`config.mk`:
```
export PLATFORM = sky130hd
export DESIGN_NAME = bdr_ram
export DESIGN_NICKNAME = d
export VERILOG_FILES = /design/src/bdr_ram.sv
export SDC_FILE = /design/constraint.sdc
export NUM_CORES = 1
export LEC_CHECK = 0
export ABC_AREA = 1
export ABC_CLOCK_PERIOD_IN_PS = 1900
export BUFFER_PORTS_ARGS = -buffer_cell sky130_fd_sc_hd__buf_2
export CAP_MARGIN = 40
export CORE_MARGIN = 2
export CORE_UTILIZATION = 58
export DETAILED_ROUTE_END_ITERATION = 10
export MAX_ROUTING_LAYER = met4
export PLACE_DENSITY = 0.76
export SKIP_LAST_GASP = 1
export SLEW_MARGIN = 5
export SYNTH_ARGS = -nofsm -noshare
export SYNTH_HDL_FRONTEND = slang
export SYNTH_SLANG_ARGS = --single-unit
```
`constraint.sdc`:
```
create_clock -name clk -period 1.9 [get_ports clk]
set_clock_uncertainty 0.2 [all_clocks]
set_input_delay 0.19 -clock clk [delete_from_list [all_inputs] [get_ports clk]]
set_output_delay 0.19 -clock clk [all_outputs]
set_load 0.02 [all_outputs]
```
`src/bdr_ram.sv`:
```
// Generic single-port synchronous RAM with registered read.
`default_nettype none
module bdr_ram #(
  parameter int unsigned WIDTH = 8,
  parameter int unsigned DEPTH = 16
) (
  input  wire logic                     clk,
  input  wire logic                     we,
  input  wire logic [$clog2(DEPTH)-1:0] addr,
  input  wire logic [WIDTH-1:0]         wdata,
  output logic      [WIDTH-1:0]         rdata
);

  logic [WIDTH-1:0] mem [DEPTH];
  logic [WIDTH-1:0] rdata_r;

  always_ff @(posedge clk) begin
    if (we) begin
      mem[addr] <= wdata;
    end
    rdata_r <= mem[addr];
  end

  assign rdata = rdata_r;

endmodule
`default_nettype wire

```
Word level (Yosys, flattened, before mapping) --
Memory sizes are Yosys's and may differ from the RTL's. A register that Yosys moved wholly into a read port is not among the register bits. Cells that the tools add are included.
Word-level totals: memories kept 1, output and inout port bits 8, word-level logic and storage cells 3, flip-flop bits (word level) 0, input port bits 14, bits in writable memories 128
Operators by class: multiplexer cells 2
Memory list:
- mem | words 16, width 8, rd ports 1, clocked after Yosys merged registers in 1, wr ports 1, line 14 | logic [WIDTH-1:0] mem [DEPTH];
Operators by type and width (count):
- $mux 1 | 2

Depth between registers and ports, before layout --
Gate-level depths: netlist (run 1).
depth after elaboration 2, mapped depth 11, mapped depth without buffers 9

Worst setup path after synthesis (run 1) --
OpenSTA, ideal clock, no wires.
path kind input-to-reg, from in addr[1], to mem mem[3][0] (enable), required time 1.330 ns, slack 0.133 ns, library setup time 0.370 ns, buffers on the path 2, data arrival time 1.197 ns, cell stages on the path 4, path through buf_2 > clkbuf_1 > nand3_1 > nor2_1
RTL lines:
- from (decl) | line 9 | input wire logic [$clog2(DEPTH)-1:0] addr,
- to (decl) | line 14
No word-level cell before the write port.

Worst setup path in the final report (run 1) --
from reg rdata_r[0], in the netlist rdata[0] (read register of mem), to out rdata[0]
RTL lines:
- from (decl) | line 15 | logic [WIDTH-1:0] rdata_r;
- to (decl) | line 11 | output logic [WIDTH-1:0] rdata
No word-level cell between the ends.

==> reports/results.txt, run 1 <==
Worst Hold Class - input pin to flop
FF-to-FF Start - mem[6][6]
Syn Inst Count - 548
vias in the first global route - 3970
DR vias - 3923
Leak Pwr - 2.90 nW
Ant. Diodes - 0
CTS root buffer - clkbuf_8
status - finished clean
top cell type's share of synthesized area - 0.687
worst path cell trace - buf_2
Avg Cell Area, Syn - 10.2 um2
GRT Total Usage - 0.276
fmax - 730 MHz
TNS Setup - 0 ps
WP data arrival - 980 ps
r2r worst-path depth - 8
final worst-path cycle share - 0.721
H-Tree Depth - 4
CP max-delay cell - dfxtp_1
syn_nets - 562
height of the die - 102 um
initial antenna violation count - 0
RSZ-0062 raised after global routing - false
final setup fails - 0
DRT Wirelength - 12500 um
DP Wirelength - 7380 um
register area share after synthesis - 0.716
post-synth cell types - 11
gr ovfl total - 0
Core Box Area - 0.00928 mm2
Combinational Power Share - 0.063
Hold EP - rdata[1]
register bit total from synthesis - 136
Synth Warn # - 0
share of layout cells above drive strength 1 - 0.129
Synth area leader - edfxtp_1
routability congestion estimate - 0.902
worst slew pin tran - 407 ps
DIE AREA - 0.0104 mm2
multi-input logic area - 0.00139 mm2
fin nets - 615
R2R setup slack - 640 ps
Clk network pwr share - 0.469
largest net degree at the start of global routing - 41
Sw Ratio - 0.219
Max Root-Sink Buffers - 2
worst-path fanout max - 1
Num CTS Buffers - 17
port bufs - 21
critical path buffer and inverter count - 1
Final Max Slew Viols - 0
CTS tree - built
Worst EP required - 1510 ps
Flop pwr share - 0.468
crit end category - primary output
Critical path origin - rdata[0]
die width - 102 um
slew margin rel. - 0.729
post_cts resized - 0
PwrDens - 1080 mW/mm2
Post-Syn Area - 0.00559 mm2
Starting Density - 0.602
critical path launch point type - flop
row count - 35
via/cell ratio - 5.28
Max VDD drop - 0.738 mV
DRC Markers - 0
Setup Crit Path Kind - flop to primary output
WL per Instance - 16.9 um
largest cells by area after synthesis - edfxtp_1 (69%), nand2_1 (23%), dfxtp_1 (2.9%)
Routed Antenna Nets - 0
fin crit period - 1370 ps
hold path depth - 7
Internal - 0.00563 W
Reg-to-Reg End - rdata[6]
FF+latch area - 0.00400 mm2
first-pass GRT wire length - 20100 um
switching power - 0.00158 W
Max Cap Violations - 0
filler cell count in the final layout - 618
min-delay src - addr[1]
IO Pins - 22
CP delay by family, top - flip-flops
Worst-Skew Late Latency - 510 ps
Worst path max stage delay - 310 ps
CTS sink cnt - 136
Worst-path clk slew - 60 ps
hold violation count in the final report - 0
initial DRC count - 341
drt first pass iters - 5
final worst hold slack - 70.2 ps
Area Overhead vs Synth - 18.9%
## synth_stat cells
master / n
edfxtp_1: 128
buf_2: 12
buf_4: 6
nor2_1: 18
nand2_1: 346
inv_2: 1
nand3_1: 4
dfxtp_1: 8
inv_1: 21
clkinv_1: 1
clkbuf_1: 3
## registers in the layout, summed over array words and instances, names as in the netlist
name	cells
rdata	8
mem	128
## placed cells by master, fill, tap and decap left out
cell type	count
inv_1	21
clkinv_1	1
inv_6	2
clkinvlp_4	1
nor2_1	18
buf_12	1
nand3_1	4
clkbuf_8	1
edfxtp_1	128
buf_2	21
clkbuf_1	1
bufinv_16	4
buf_4	25
dlygate4sd3_1	8
nand2_1	346
clkinv_2	2
dfxtp_1	8
clkinv_4	5
inv_2	1
clkbuf_16	16
## logic make-up after synthesis
family        synth area share
buf+inv                 0.0362
flops                    0.716
simple gates             0.248
## worst max path at each step
stage	endpoint	slack, ps	depth (start not counted)
final	rdata[0]	530	1
after floorplan	mem[3][0]	130	4
after CTS	rdata[0]	510	1
after global placement	mem[8][1]	310	5
after global routing	rdata[0]	490	1
after detailed placement	mem[8][2]	270	5
## layout make-up
class / count / area share
flip-flops and latches: 136 / 0.602
multi-input cells: 368 / 0.209
clock buffers: 18 / 0.0629
repair buffers: 55 / 0.0591
clock inverters: 14 / 0.0299
well taps: 129 / 0.0243
inverters: 23 / 0.0130
## stage by stage
step	power, W	cells	cell area [um2]	util	setup WS, ps
3_3_place_gp	0.00385	703	5950	0.641	307
4_1_cts	0.00723	743	6650	0.716	508
5_1_grt	0.00743	743	6650	0.716	487
2_1_floorplan	0.00369	548	5590	-	133
6_report	0.00721	743	6650	0.716	530
3_5_place_dp	0.00386	703	5950	0.641	269
## routing by layer
metal / up-vias / wire length (um) / GRT usage
met4: 0 / 258 / 0.0985
met2: 188 / 6310 / 0.435
met1: 1846 / 5050 / 0.356
li1: 1864 / - / -
met5: - / 0 / -
met3: 25 / 912 / 0.0622
## power by group through the flow
stage          sequential [W]  combinational (W)  clock [W]
2_1_floorplan         0.00346           0.000231          0
3_3_place_gp          0.00343           0.000423          0
3_5_place_dp          0.00343           0.000430          0
4_1_cts               0.00337           0.000449    0.00340
5_1_grt               0.00338           0.000504    0.00354
6_report              0.00337           0.000454    0.00338
## repair_timing
action	CTS	global route
hold endpoints to repair	128	0
setup buffers	0	0
hold buffers	8	0
Power figures use the tool's default switching activity.
==> run 2, diff against run 1 <==
ABC_AREA = 0   (was 1)
ABC_CLOCK_PERIOD_IN_PS = 1300   (was 1900)
clock period = 1.3 ns   (was 1.9 ns; I/O delays follow)
==> run 2 against run 1 <==
Effect of this change:
- the run now ends with negative setup slack left
- register-to-register slack worse by 920 ps
- hold slack worse by 60 ps
- sequential share of layout area down 0.64 points
- setup slack worse by 810 ps
- die area down 9.0%
- synthesized cell count down 58%
- non-clock buffer count up 14
- clock power up 56%
- area after synthesis down 9.4%
- largest cell class unchanged
- largest power group unchanged
- highest routed layer unchanged
==> reports/results.txt, run 2 <==
status - finished with violations
failing checks - negative setup slack
crit end category - flop
Synth Area in XOR/XNOR - 0
commonest non-fill, non-tap cell in the layout - edfxtp_1
asr flop ratio synth - 0
Synth Warn # - 0
FF-to-FF Start - mem[8][5]
CTS root buffer - clkbuf_8
Max VDD drop - 0.906 mV
adder-cell share of the synthesized area - 0
IO Pins - 22
CTS tree - built
Worst Setup Slack, final - -283 ps
most frequent cells in the layout - edfxtp_1 (128), mux4_2 (32), buf_4 (23), buf_12 (17), clkbuf_16 (16)
final worst hold slack - 10.6 ps
r2r worst-path depth - 3
min-delay src - addr[2]
row count - 34
gr ovfl total - 0
most common cell in the synthesized netlist - edfxtp_1
PwrDens - 1620 mW/mm2
Overall Power - 0.0109 W
Setup Crit Path Kind - flop to flop
Worst EP required - 1490 ps
largest family of logic cells by synthesized area - multiplexers
largest net degree at the start of global routing - 17
Ant. Diodes - 0
Worst-path clk slew - 60 ps
Post-CTS Setup Bufs - 0
initial antenna violation count - 0
height of the die - 97.5 um
critical path launch point type - flop
DRC Markers - 0
Reg-to-Reg End - rdata[5]
RSZ-0062 raised after global routing - true
share of layout cells above drive strength 1 - 0.483
Final Max Slew Viols - 0
number of enable-type register cells in the synthesized netlist - 128
register bit total from synthesis - 136
drt first pass iters - 6
CTS sink cnt - 136
Compound-Gate Fraction of Synth Area - 0.0237
register area share after synthesis - 0.790
Synth area leader - edfxtp_1
worst-path fanout max - 1
Num CTS Buffers - 17
TNS Setup - -1570 ps
Hold EP - mem[12][6]
syn_nets - 244
final worst-path cycle share - 1.22
final setup fails - 9
WL per Instance - 25.4 um
mux cell area share after synthesis - 0.142
Post-Syn Area - 0.00507 mm2
DP Wirelength - 6400 um
hold path depth - 4
H-Tree Depth - 4
Area Overhead vs Synth - 32.9%
port bufs - 21
Avg Cell Area, Syn - 22.0 um2
initial DRC count - 276
Max Cap Violations - 0
via/cell ratio - 6.17
Core Box Area - 0.00859 mm2
fin nets - 321
DIE AREA - 0.00950 mm2
vias in the first global route - 2706
post-synth cell types - 18
hold violation count in the final report - 0
simple-gate area share of the yosys netlist - 0.0321
DRT Wirelength - 10800 um
DR vias - 2636
fin crit period - 1580 ps
Starting Density - 0.590
GRT Total Usage - 0.256
Most flops, register - mem
Top FF cell, synth - edfxtp_1
Max Root-Sink Buffers - 2
WP data arrival - 1770 ps
Leak Pwr - 2.27 nW
worst slew pin tran - 862 ps
Routed Antenna Nets - 0
top cell type's share of synthesized area - 0.759
Worst Hold Class - input pin to flop
slew margin rel. - 0.424
die width - 97.5 um
R2R setup slack - -280 ps
fmax - 632 MHz
first-pass GRT wire length - 16400 um
Worst-Skew Late Latency - 520 ps
Syn Inst Count - 230
Largest register FFs - 128
routability congestion estimate - 0.815
Post-synth top cells - edfxtp_1 (128), mux4_2 (32), a22oi_1 (16), nor2_1 (13), nand2_1 (9)
largest cells by area after synthesis - edfxtp_1 (76%), mux4_2 (14%), dfxtp_1 (3.2%)
## run 2: changes by cell type after synthesis, moves of 6 or more
cell	change
a22oi_1	+16
inv_1	-21
buf_2	-10
buf_4	-6
nand2_1	-337
mux4_2	+32
## run 2: cells by family after synthesis
group / after synthesis
buffers and inverters: 11
AO/OA/AOI/OAI: 16
flip-flops: 136
multiplexers: 32
AND/OR/NAND/NOR: 35
## run 2: through the flow
step	area (um2)	utilization	worst slack, ps	instances
after floorplan	5290	-	-164	230
after global placement	5930	0.690	-439	388
after detailed placement	5930	0.690	-472	388
after CTS	6720	0.782	-240	427
after global routing	6730	0.784	-253	427
final	6730	0.784	-283	427
## run 2: cell type report
class | count | area, um2
clock buffers | 18 | 418
clock inverters | 13 | 226
fillers | 456 | 1860
multi-input cells | 83 | 1190
flip-flops and latches | 136 | 4010
well taps | 108 | 135
repair buffers | 69 | 748
## run 2: worst max-delay path: stages, from the launching register on
cell      delay (ps)
edfxtp_1         410
mux4_2           510
a22oi_2          210
nand2_1          120
## run 2: report_power, final
group	switching [W]	total, W	internal (W)
clock	0.00180	0.00528	0.00349
sequential	0.0000386	0.00495	0.00491
combinational	0.000352	0.000674	0.000322
## run 2: what timing repair did
action | 4_1_cts | 5_1_grt
setup endpoints to repair | 16 | 16
hold endpoints to repair | 134 | 0
hold buffers | 8 | 0
resized for setup | 26 | 2
pin swaps | 2 | 3
cloned | 0 | 0
## run 2: worst max-delay path by stage
stage	from	to	slack, ps	cells after the start
after floorplan	addr[2]	mem[0][0]	-160	2
after global placement	addr[0]	rdata[3]	-440	5
after detailed placement	addr[0]	rdata[3]	-470	5
after CTS	mem[11][5]	rdata[5]	-240	3
after global routing	mem[11][5]	rdata[5]	-250	3
final	mem[8][5]	rdata[5]	-280	3
## run 2: per-layer routing
metal,GRT usage,vias to the layer above,routed length (um)
li1,-,1116,-
met5,-,-,0
met2,0.372,134,5450
met3,0.0734,28,616
met1,0.346,1358,4470
met4,0.113,0,309
