<file path="src/bdr_pkg.sv">
// Shared types and codes for the byte-lane data RAM.
`default_nettype none
package bdr_pkg;

  localparam int unsigned LANES = 4;

  // Access kind
  localparam logic CMD_READ  = 1'b0;
  localparam logic CMD_WRITE = 1'b1;

  // Access size
  localparam logic [1:0] SZ_BYTE = 2'd0;
  localparam logic [1:0] SZ_HALF = 2'd1;
  localparam logic [1:0] SZ_WORD = 2'd2;

  // Lane control from the merge logic to the banks
  typedef struct packed {
    logic [LANES-1:0] lane_we;
    logic             misaligned;
  } lane_ctl_t;

endpackage
`default_nettype wire

</file>
<file path="src/bdr_lane_merge.sv">
// Lane enables, write-data placement, misalignment check and read-data shift.
`default_nettype none
module bdr_lane_merge
  import bdr_pkg::*;
(
  input  wire logic        command,
  input  wire logic [1:0]  offset,
  input  wire logic [1:0]  access_size,
  input  wire logic [31:0] write_data,
  input  wire logic [31:0] old_word,
  output lane_ctl_t        ctl,
  output logic      [31:0] lane_wdata,
  output logic      [31:0] result
);

  logic [LANES-1:0] lanes;
  logic [LANES-1:0] lane_sel;
  logic             bad;
  logic [4:0]       bit_shift;

  assign bit_shift = {offset, 3'b000};

  always_comb begin
    unique case (access_size)
      SZ_BYTE: begin
        lanes = 4'b0001;
        bad   = 1'b0;
      end
      SZ_HALF: begin
        lanes = 4'b0011;
        bad   = (offset == 2'd3);
      end
      default: begin
        // size three decodes as word
        lanes = 4'b1111;
        bad   = (offset != 2'd0);
      end
    endcase
  end

  assign lane_sel       = LANES'(lanes << offset);
  assign ctl.misaligned = bad;
  assign ctl.lane_we    = (command == CMD_WRITE && !bad) ? lane_sel : '0;
  assign lane_wdata     = write_data << bit_shift;
  // writes return the old word unshifted
  assign result         = (command == CMD_WRITE) ? old_word : (old_word >> bit_shift);

endmodule
`default_nettype wire

</file>
<file path="config.mk">
export PLATFORM = sky130hd
export DESIGN_NAME = bdr_lane_merge
export DESIGN_NICKNAME = d
export VERILOG_FILES = /design/src/bdr_pkg.sv /design/src/bdr_lane_merge.sv
export SDC_FILE = /design/constraint.sdc
export NUM_CORES = 1
export LEC_CHECK = 0
export ABC_AREA = 0
export BUFFER_PORTS_ARGS = -buffer_cell sky130_fd_sc_hd__buf_2
export CAP_MARGIN = 15
export CORE_MARGIN = 3
export CORE_UTILIZATION = 37
export DETAILED_ROUTE_END_ITERATION = 10
export GPL_TIMING_DRIVEN = 0
export PLACE_DENSITY = 0.83
export SYNTH_ARGS = -nofsm -noshare
export SYNTH_HDL_FRONTEND = slang
export SYNTH_SLANG_ARGS = --single-unit
</file>
<file path="constraint.sdc">
create_clock -name vclk -period 1.8
set_input_delay 0.27 -clock vclk [all_inputs]
set_output_delay 0.27 -clock vclk [all_outputs]
set_load 0.01 [all_outputs]
</file>
### Word-level counts from Yosys, hierarchy flattened

Cells that the tools add are included.

* bits of input ports: 69
* logic and storage cells: 13
* output and inout port bits: 69
* flip-flop bits (word level): 0

* eq/ne operators: 2
* reductions and logical operators: 4
* shift operators: 3
* mux-type cells: 4

Operators by type and width (count)
* 2-to-1 mux 32 bit: 1
* left shift 32 x 5 -> 32 bit: 1
* >> shifter 32 x 5 -> 32 bit: 1
* one-hot mux 4 bit (2 select lines): 1
* 2-to-1 mux 4 bit: 1
* left shift 4 x 2 -> 4 bit: 1
* == test 2 x 1 -> 1 bit, second input constant: 1
* == test 2 bit, second input constant: 1
* zero test 2 bit: 1
* one-hot mux 1 bit (2 select lines): 1
* nonzero test 2 bit: 1
* logical AND 1 bit: 1
* zero test 1 bit: 1

### Logic depth before layout (Yosys ltp)

Gate-level depths: netlist (run 1).

* depth in word-level cells: 5
* gate-level depth with buffers: 6
* depth with buffers taken out: 3

### Least setup slack after synthesis (run 1)

No wires, ideal clock.

* path type: input to output
* from: in offset[0]
* to: out result[6]
* required time: 1530 ps
* setup slack: 313 ps
* arrival: 1217 ps
* stages on the path: 6
* buffers on the path: 3
* path through: buf_6 -> nor2b_4 -> buf_6 -> buf_6 -> a22o_1 -> a211o_1

* longest elaborated chain between the ends: 2

Ends and longest elaborated chain
* start, declared: RTL line bdr_lane_merge.sv:7 `input wire logic [1:0] offset,`
* >> shifter 32 x 5 -> 32 bit: RTL line bdr_lane_merge.sv:46 `assign result = (command == CMD_WRITE) ? old_word : (old_word >> bit_shift);`
* 2-to-1 mux 32 bit: RTL line bdr_lane_merge.sv:46
* end, declared: RTL line bdr_lane_merge.sv:13 `output logic [31:0] result`

Every way passes these cells.

### Worst setup path in the final report (run 1)

* from: in offset[1]
* to: out result[20]

Same word-level chain as after synthesis.

==> out/qor.yml, run 1 <==
outcome:
  status: "finished clean"
final_layout:
  diodes: 0
  regArea_um2: 0
  fin_cells: 388
  stdcell_area_um2: 2090
  drive_above_1_share: 0.465
  design.seq.count: 0
  nets: 413
  nClkBuffers: 0
  syn2layout_area_growth_pct: 56.8
setup_path:
  crit_path_top_delay_cell: "or2_2"
  crit_chain: "buf_2 > buf_2 > or2_2 > clkbuf_1 > o21ai_0 > buf_2"
  cp_max_fo: 10
  crit_buf_inv: 4
  endpoint_kind: "output pin"
  worstSetupPathType: "primary input to output pin"
  cp_common_cell: "buf_2"
  max_stage_delay_ns: 0.30
  cp_data_arrival_time_ns: 1.45
  path_delay_family: "buffers and inverters"
  start_kind: "primary input"
  cp.required_ns: 1.53
placed_design:
  dp_hpwl_um: 4660
  port_buffers: 137
  dpl_cell_area_um2: 2070
  place.gp.congestion: 0.803
  place_inst: 389
floorplan:
  die-area_um2: 4350
  die_y_um: 66.0
  core_region_area_um2: 3390
  initial_core_util: 0.393
  num_io_pins: 138
  chipWidth_um: 66.0
  num_rows: 21
synthesis:
  netlist_instances: 206
  yosys.cell_types.count: 29
  synth_most_common_cell: "and2_1"
  yosys_warnings: 0
  synth_seq_area_share: 0
  synth_top_area_frac: 0.180
  synth_top_area_cell: "mux2i_1"
  synth_area_um2: 1330
  post_synth.cell_area_avg_um2: 6.46
  synth_nets: 275
  synthTopCellsByArea: "mux2i_1 18%, and2_1 12%, o21ai_0 8.6%, a22oi_1 8.5%, a211o_1 5.3%"
  synthTopCellsByCount: "25 x and2_1, 24 x mux2i_1, 23 x o21ai_0"
power:
  switchingPower_w: 0.000322
  combPwrFrac: 1.000
  p_sw_frac: 0.542
  p_clk_frac: 0
  ir_worst_vdd_v: 0.000113
  cellPowerDensity_nw_per_um2: 285
  p_leak_nw: 1.17
  seqPwrFrac: 0
  internal_power_w: 0.000272
  totalPowerFinal_w: 0.000594
run:
  cap_violations: 0
routing:
  drc: 0
  finalWirelength_um: 5910
  post_drt_wl_per_cell_um: 15.2
  drtAntennaViolNets: 0
  vias_per_cell: 5.45
  drtIter0Drc: 193
  vias: 2115
  first_pass_iters: 5
global_route:
  antenna_found_initial: 0
  grt_pass1_wl_um: 9050
  grt_pass1_vias: 1942
  grt_use_total: 0.252
  grt_max_degree: 12
  grt-ovfl-total: 0
timing:
  period_needed_ns: 1.72
  fin_crit_sh: 0.953
  drv_slew: 0
  hold_viol: 0
  worst_pin_slew_ns: 0.487
  fmax_ghz: 0.583
  setup_tns_ns: 0
  rsz0062_at_grt: "no"
  setup_viol: 0
  slew_headroom: 0.675
min_path:
  holdPathStages: 4
  worstHoldStart: "write_data[3]"
  hold_end: "lane_wdata[19]"
  hold_path_class: "primary input to output pin"
clock_network:
  hold_buffers: 0
  post-cts-setup-buffer-count: 0
power groups by stage:
stage / clock [W] / sequential, W / combinational [W]
6_report: 0 / 0 / 0.000594
5_1_grt: 0 / 0 / 0.000651
4_1_cts: 0 / 0 / 0.000590
3_5_place_dp: 0 / 0 / 0.000587
3_3_place_gp: 0 / 0 / 0.000579
2_1_floorplan: 0 / 0 / 0.000322
layout by cell type, fill, tap and decap left out, drive strengths merged:
| cell | Yosys | final |
|---|---|---|
| buf | 15 | 150 |
| and2 | 25 | 25 |
| o21ai | 25 | 25 |
| mux2i | 24 | 24 |
| nand2 | 18 | 18 |
| a22oi | 15 | 15 |
| nor3 | 12 | 12 |
| a21oi | 10 | 10 |
| nor2b | 10 | 10 |
| nor2 | 9 | 9 |
| clkbuf | 8 | 9 |
| a22o | 8 | 8 |
| a211o | 8 | 8 |
| a211oi | 8 | 8 |
| inv | 2 | 2 |
| nor4bb | 2 | 2 |
| or2 | 2 | 2 |
| nor3b | 1 | 1 |
| and3 | 1 | 1 |
| o31a | 1 | 1 |
| xnor2 | 1 | 1 |
| o21a | 1 | 1 |
stage by stage:
step,utilization,worst slack [ns],hold slack [ns]
after floorplan,-,0.313,0.663
after global placement,0.612,-0.155,0.857
after detailed placement,0.612,-0.167,0.857
after CTS,0.612,0.0767,0.860
after global routing,0.616,0.0102,0.881
final,0.616,0.0843,0.859
layer usage:
metal | part of all wire | up-vias | global-route usage
met4 | 0 | 0 | 0.0102
met3 | 0.074 | 0 | 0.0102
li1 | - | 1035 | -
met5 | 0 | - | 0
met1 | 0.43 | 981 | 0.346
met2 | 0.50 | 99 | 0.457
final cells by class:
type	count	area (µm²)
Tap cell	46	57.6
Timing Repair Buffer	137	686
Buffer	22	133
Inverter	2	7.51
Fill cell	342	1300
Multi-Input combinational cell	181	1200
cells by family after synthesis:
family / share of synthesized area
mux: 0.180
simple gates: 0.330
xor+xnor: 0.00658
buf+inv: 0.104
compound gates: 0.379
worst max path at each step:
stage,start,endpoint,slack (ns),cells after the start
after floorplan,offset[0],result[6],0.31,6
after global placement,offset[1],result[29],-0.15,6
after detailed placement,offset[1],result[29],-0.17,6
after CTS,offset[1],result[15],0.08,6
after global routing,offset[1],result[21],0.01,6
final,offset[1],result[20],0.08,6
what timing repair did:
action                                  CTS  global route
endpoints found under the setup margin   10             9
resized for setup                         2             5
cloned                                    0             0
Note: power is estimated with default switching activity, not from simulation.
==> run 2: changes to the inputs <==
--- a/config.mk
+++ b/config.mk
@@ -12,7 +12,7 @@
 export CORE_UTILIZATION = 37
 export DETAILED_ROUTE_END_ITERATION = 10
 export GPL_TIMING_DRIVEN = 0
-export PLACE_DENSITY = 0.83
+export PLACE_DENSITY = 0.84
 export SYNTH_ARGS = -nofsm -noshare
 export SYNTH_HDL_FRONTEND = slang
 export SYNTH_SLANG_ARGS = --single-unit
==> out/qor.yml, run 2 (synthesized netlist as in run 1, its figures left out) <==
outcome:
  status: "finished clean"
timing:
  hold_slack_ns: 0.857
  setup_tns_ns: 0
  worst_pin_slew_ns: 0.546
  drv_slew: 0
  hold_viol: 0
  fin_crit_sh: 0.949
  slew_headroom: 0.636
  rsz0062_at_grt: "no"
  fmax_ghz: 0.585
  period_needed_ns: 1.71
  setup_viol: 0
global_route:
  grt_pass1_vias: 2008
  grt-ovfl-total: 0
  antenna_found_initial: 0
  grt_use_total: 0.259
  grt_pass1_wl_um: 9250
  grt_max_degree: 12
routing:
  post_drt_wl_per_cell_um: 15.8
  drc: 0
  first_pass_iters: 5
  drtAntennaViolNets: 0
  vias_per_cell: 5.48
  finalWirelength_um: 6120
  vias: 2121
  drtIter0Drc: 161
setup_path:
  cp_data_arrival_time_ns: 1.44
  cp.required_ns: 1.53
  crit_path_start: "offset[1]"
  cp_max_fo: 10
  endpoint_kind: "output pin"
  worstSetupPathType: "primary input to output pin"
  start_kind: "primary input"
final_layout:
  final_cell_mix: "144 x buf_2, 25 x and2_1, 24 x mux2i_1, 22 x o21ai_0, 18 x nand2_1"
  fillers: 330
  nets: 412
  design.seq.count: 0
  stdcell_area_um2: 2080
  final_common_cell: "buf_2"
  drive_above_1_share: 0.469
  syn2layout_area_growth_pct: 56.6
  regArea_um2: 0
  diodes: 0
  nClkBuffers: 0
  multi_input_area_um2: 1200
min_path:
  worstHoldStart: "write_data[5]"
  hold_path_class: "primary input to output pin"
floorplan:
  chipWidth_um: 66.0
  num_rows: 21
  num_io_pins: 138
  initial_core_util: 0.393
  core_region_area_um2: 3390
  die_y_um: 66.0
  die-area_um2: 4350
clock_network:
  hold_buffers: 0
run:
  cap_violations: 0
placed_design:
  dp_hpwl_um: 4760
  dpl_cell_area_um2: 2070
  port_buffers: 137
  place.gp.congestion: 0.795
power:
  cellPowerDensity_nw_per_um2: 287
  ir_worst_vdd_v: 0.000138
  p_leak_nw: 1.17
[run 2: cell types whose count changed in the layout (fill, tap and decap cells not counted)]
cell      delta
clkbuf_1     -2
clkbuf_2     +1
o21ai_0      -1
o21ai_1      +1
[run 2: final timing paths]
path | to | cells after the start
worst max-delay path | result[30] | 6
worst min-delay path | lane_wdata[5] | 3
[run 2: per-layer routing]
layer	share of wire	track usage	vias up
li1	-	-	1033
met1	0.43	0.349	986
met2	0.49	0.459	96
met3	0.067	0.00850	6
met4	0.0095	0.0508	0
met5	0	0	-
[run 2: worst max-delay path, cell delays in order]
cell	delay, ns
buf_2	0.11
buf_2	0.18
nor2_2	0.35
or2_4	0.25
and2_1	0.14
buf_2	0.14
[run 2: repair_timing]
| item | CTS | global route |
|---|---|---|
| gates resized for setup | 2 | 8 |
| buffers inserted | 0 | 0 |
| endpoints found under the hold margin | 0 | 0 |
| setup endpoints to repair | 10 | 14 |
[run 2: cell type report]
| type | instances | area share |
|---|---|---|
| multi-input combinational | 181 | 0.577 |
| timing repair buffer | 137 | 0.329 |
| buffer | 21 | 0.0624 |
| tap | 46 | 0.0276 |
| inverter | 2 | 0.00360 |
[run 2: per-stage QoR]
| stage | utilization | cells | power, W | worst slack [ns] |
|---|---|---|---|---|
| after global placement | 0.612 | 389 | 0.000580 | -0.136 |
| after floorplan | - | 206 | 0.000322 | 0.313 |
| final | 0.615 | 387 | 0.000598 | 0.0913 |
| after CTS | 0.612 | 388 | 0.000591 | 0.0250 |
| after detailed placement | 0.612 | 389 | 0.000587 | -0.172 |
| after global routing | 0.615 | 387 | 0.000650 | 0.0198 |
[run 2: report_power, final]
group / internal [W] / switching (W)
combinational: 0.000272 / 0.000326
clock: 0 / 0
sequential: 0 / 0
total: 0.000272 / 0.000326
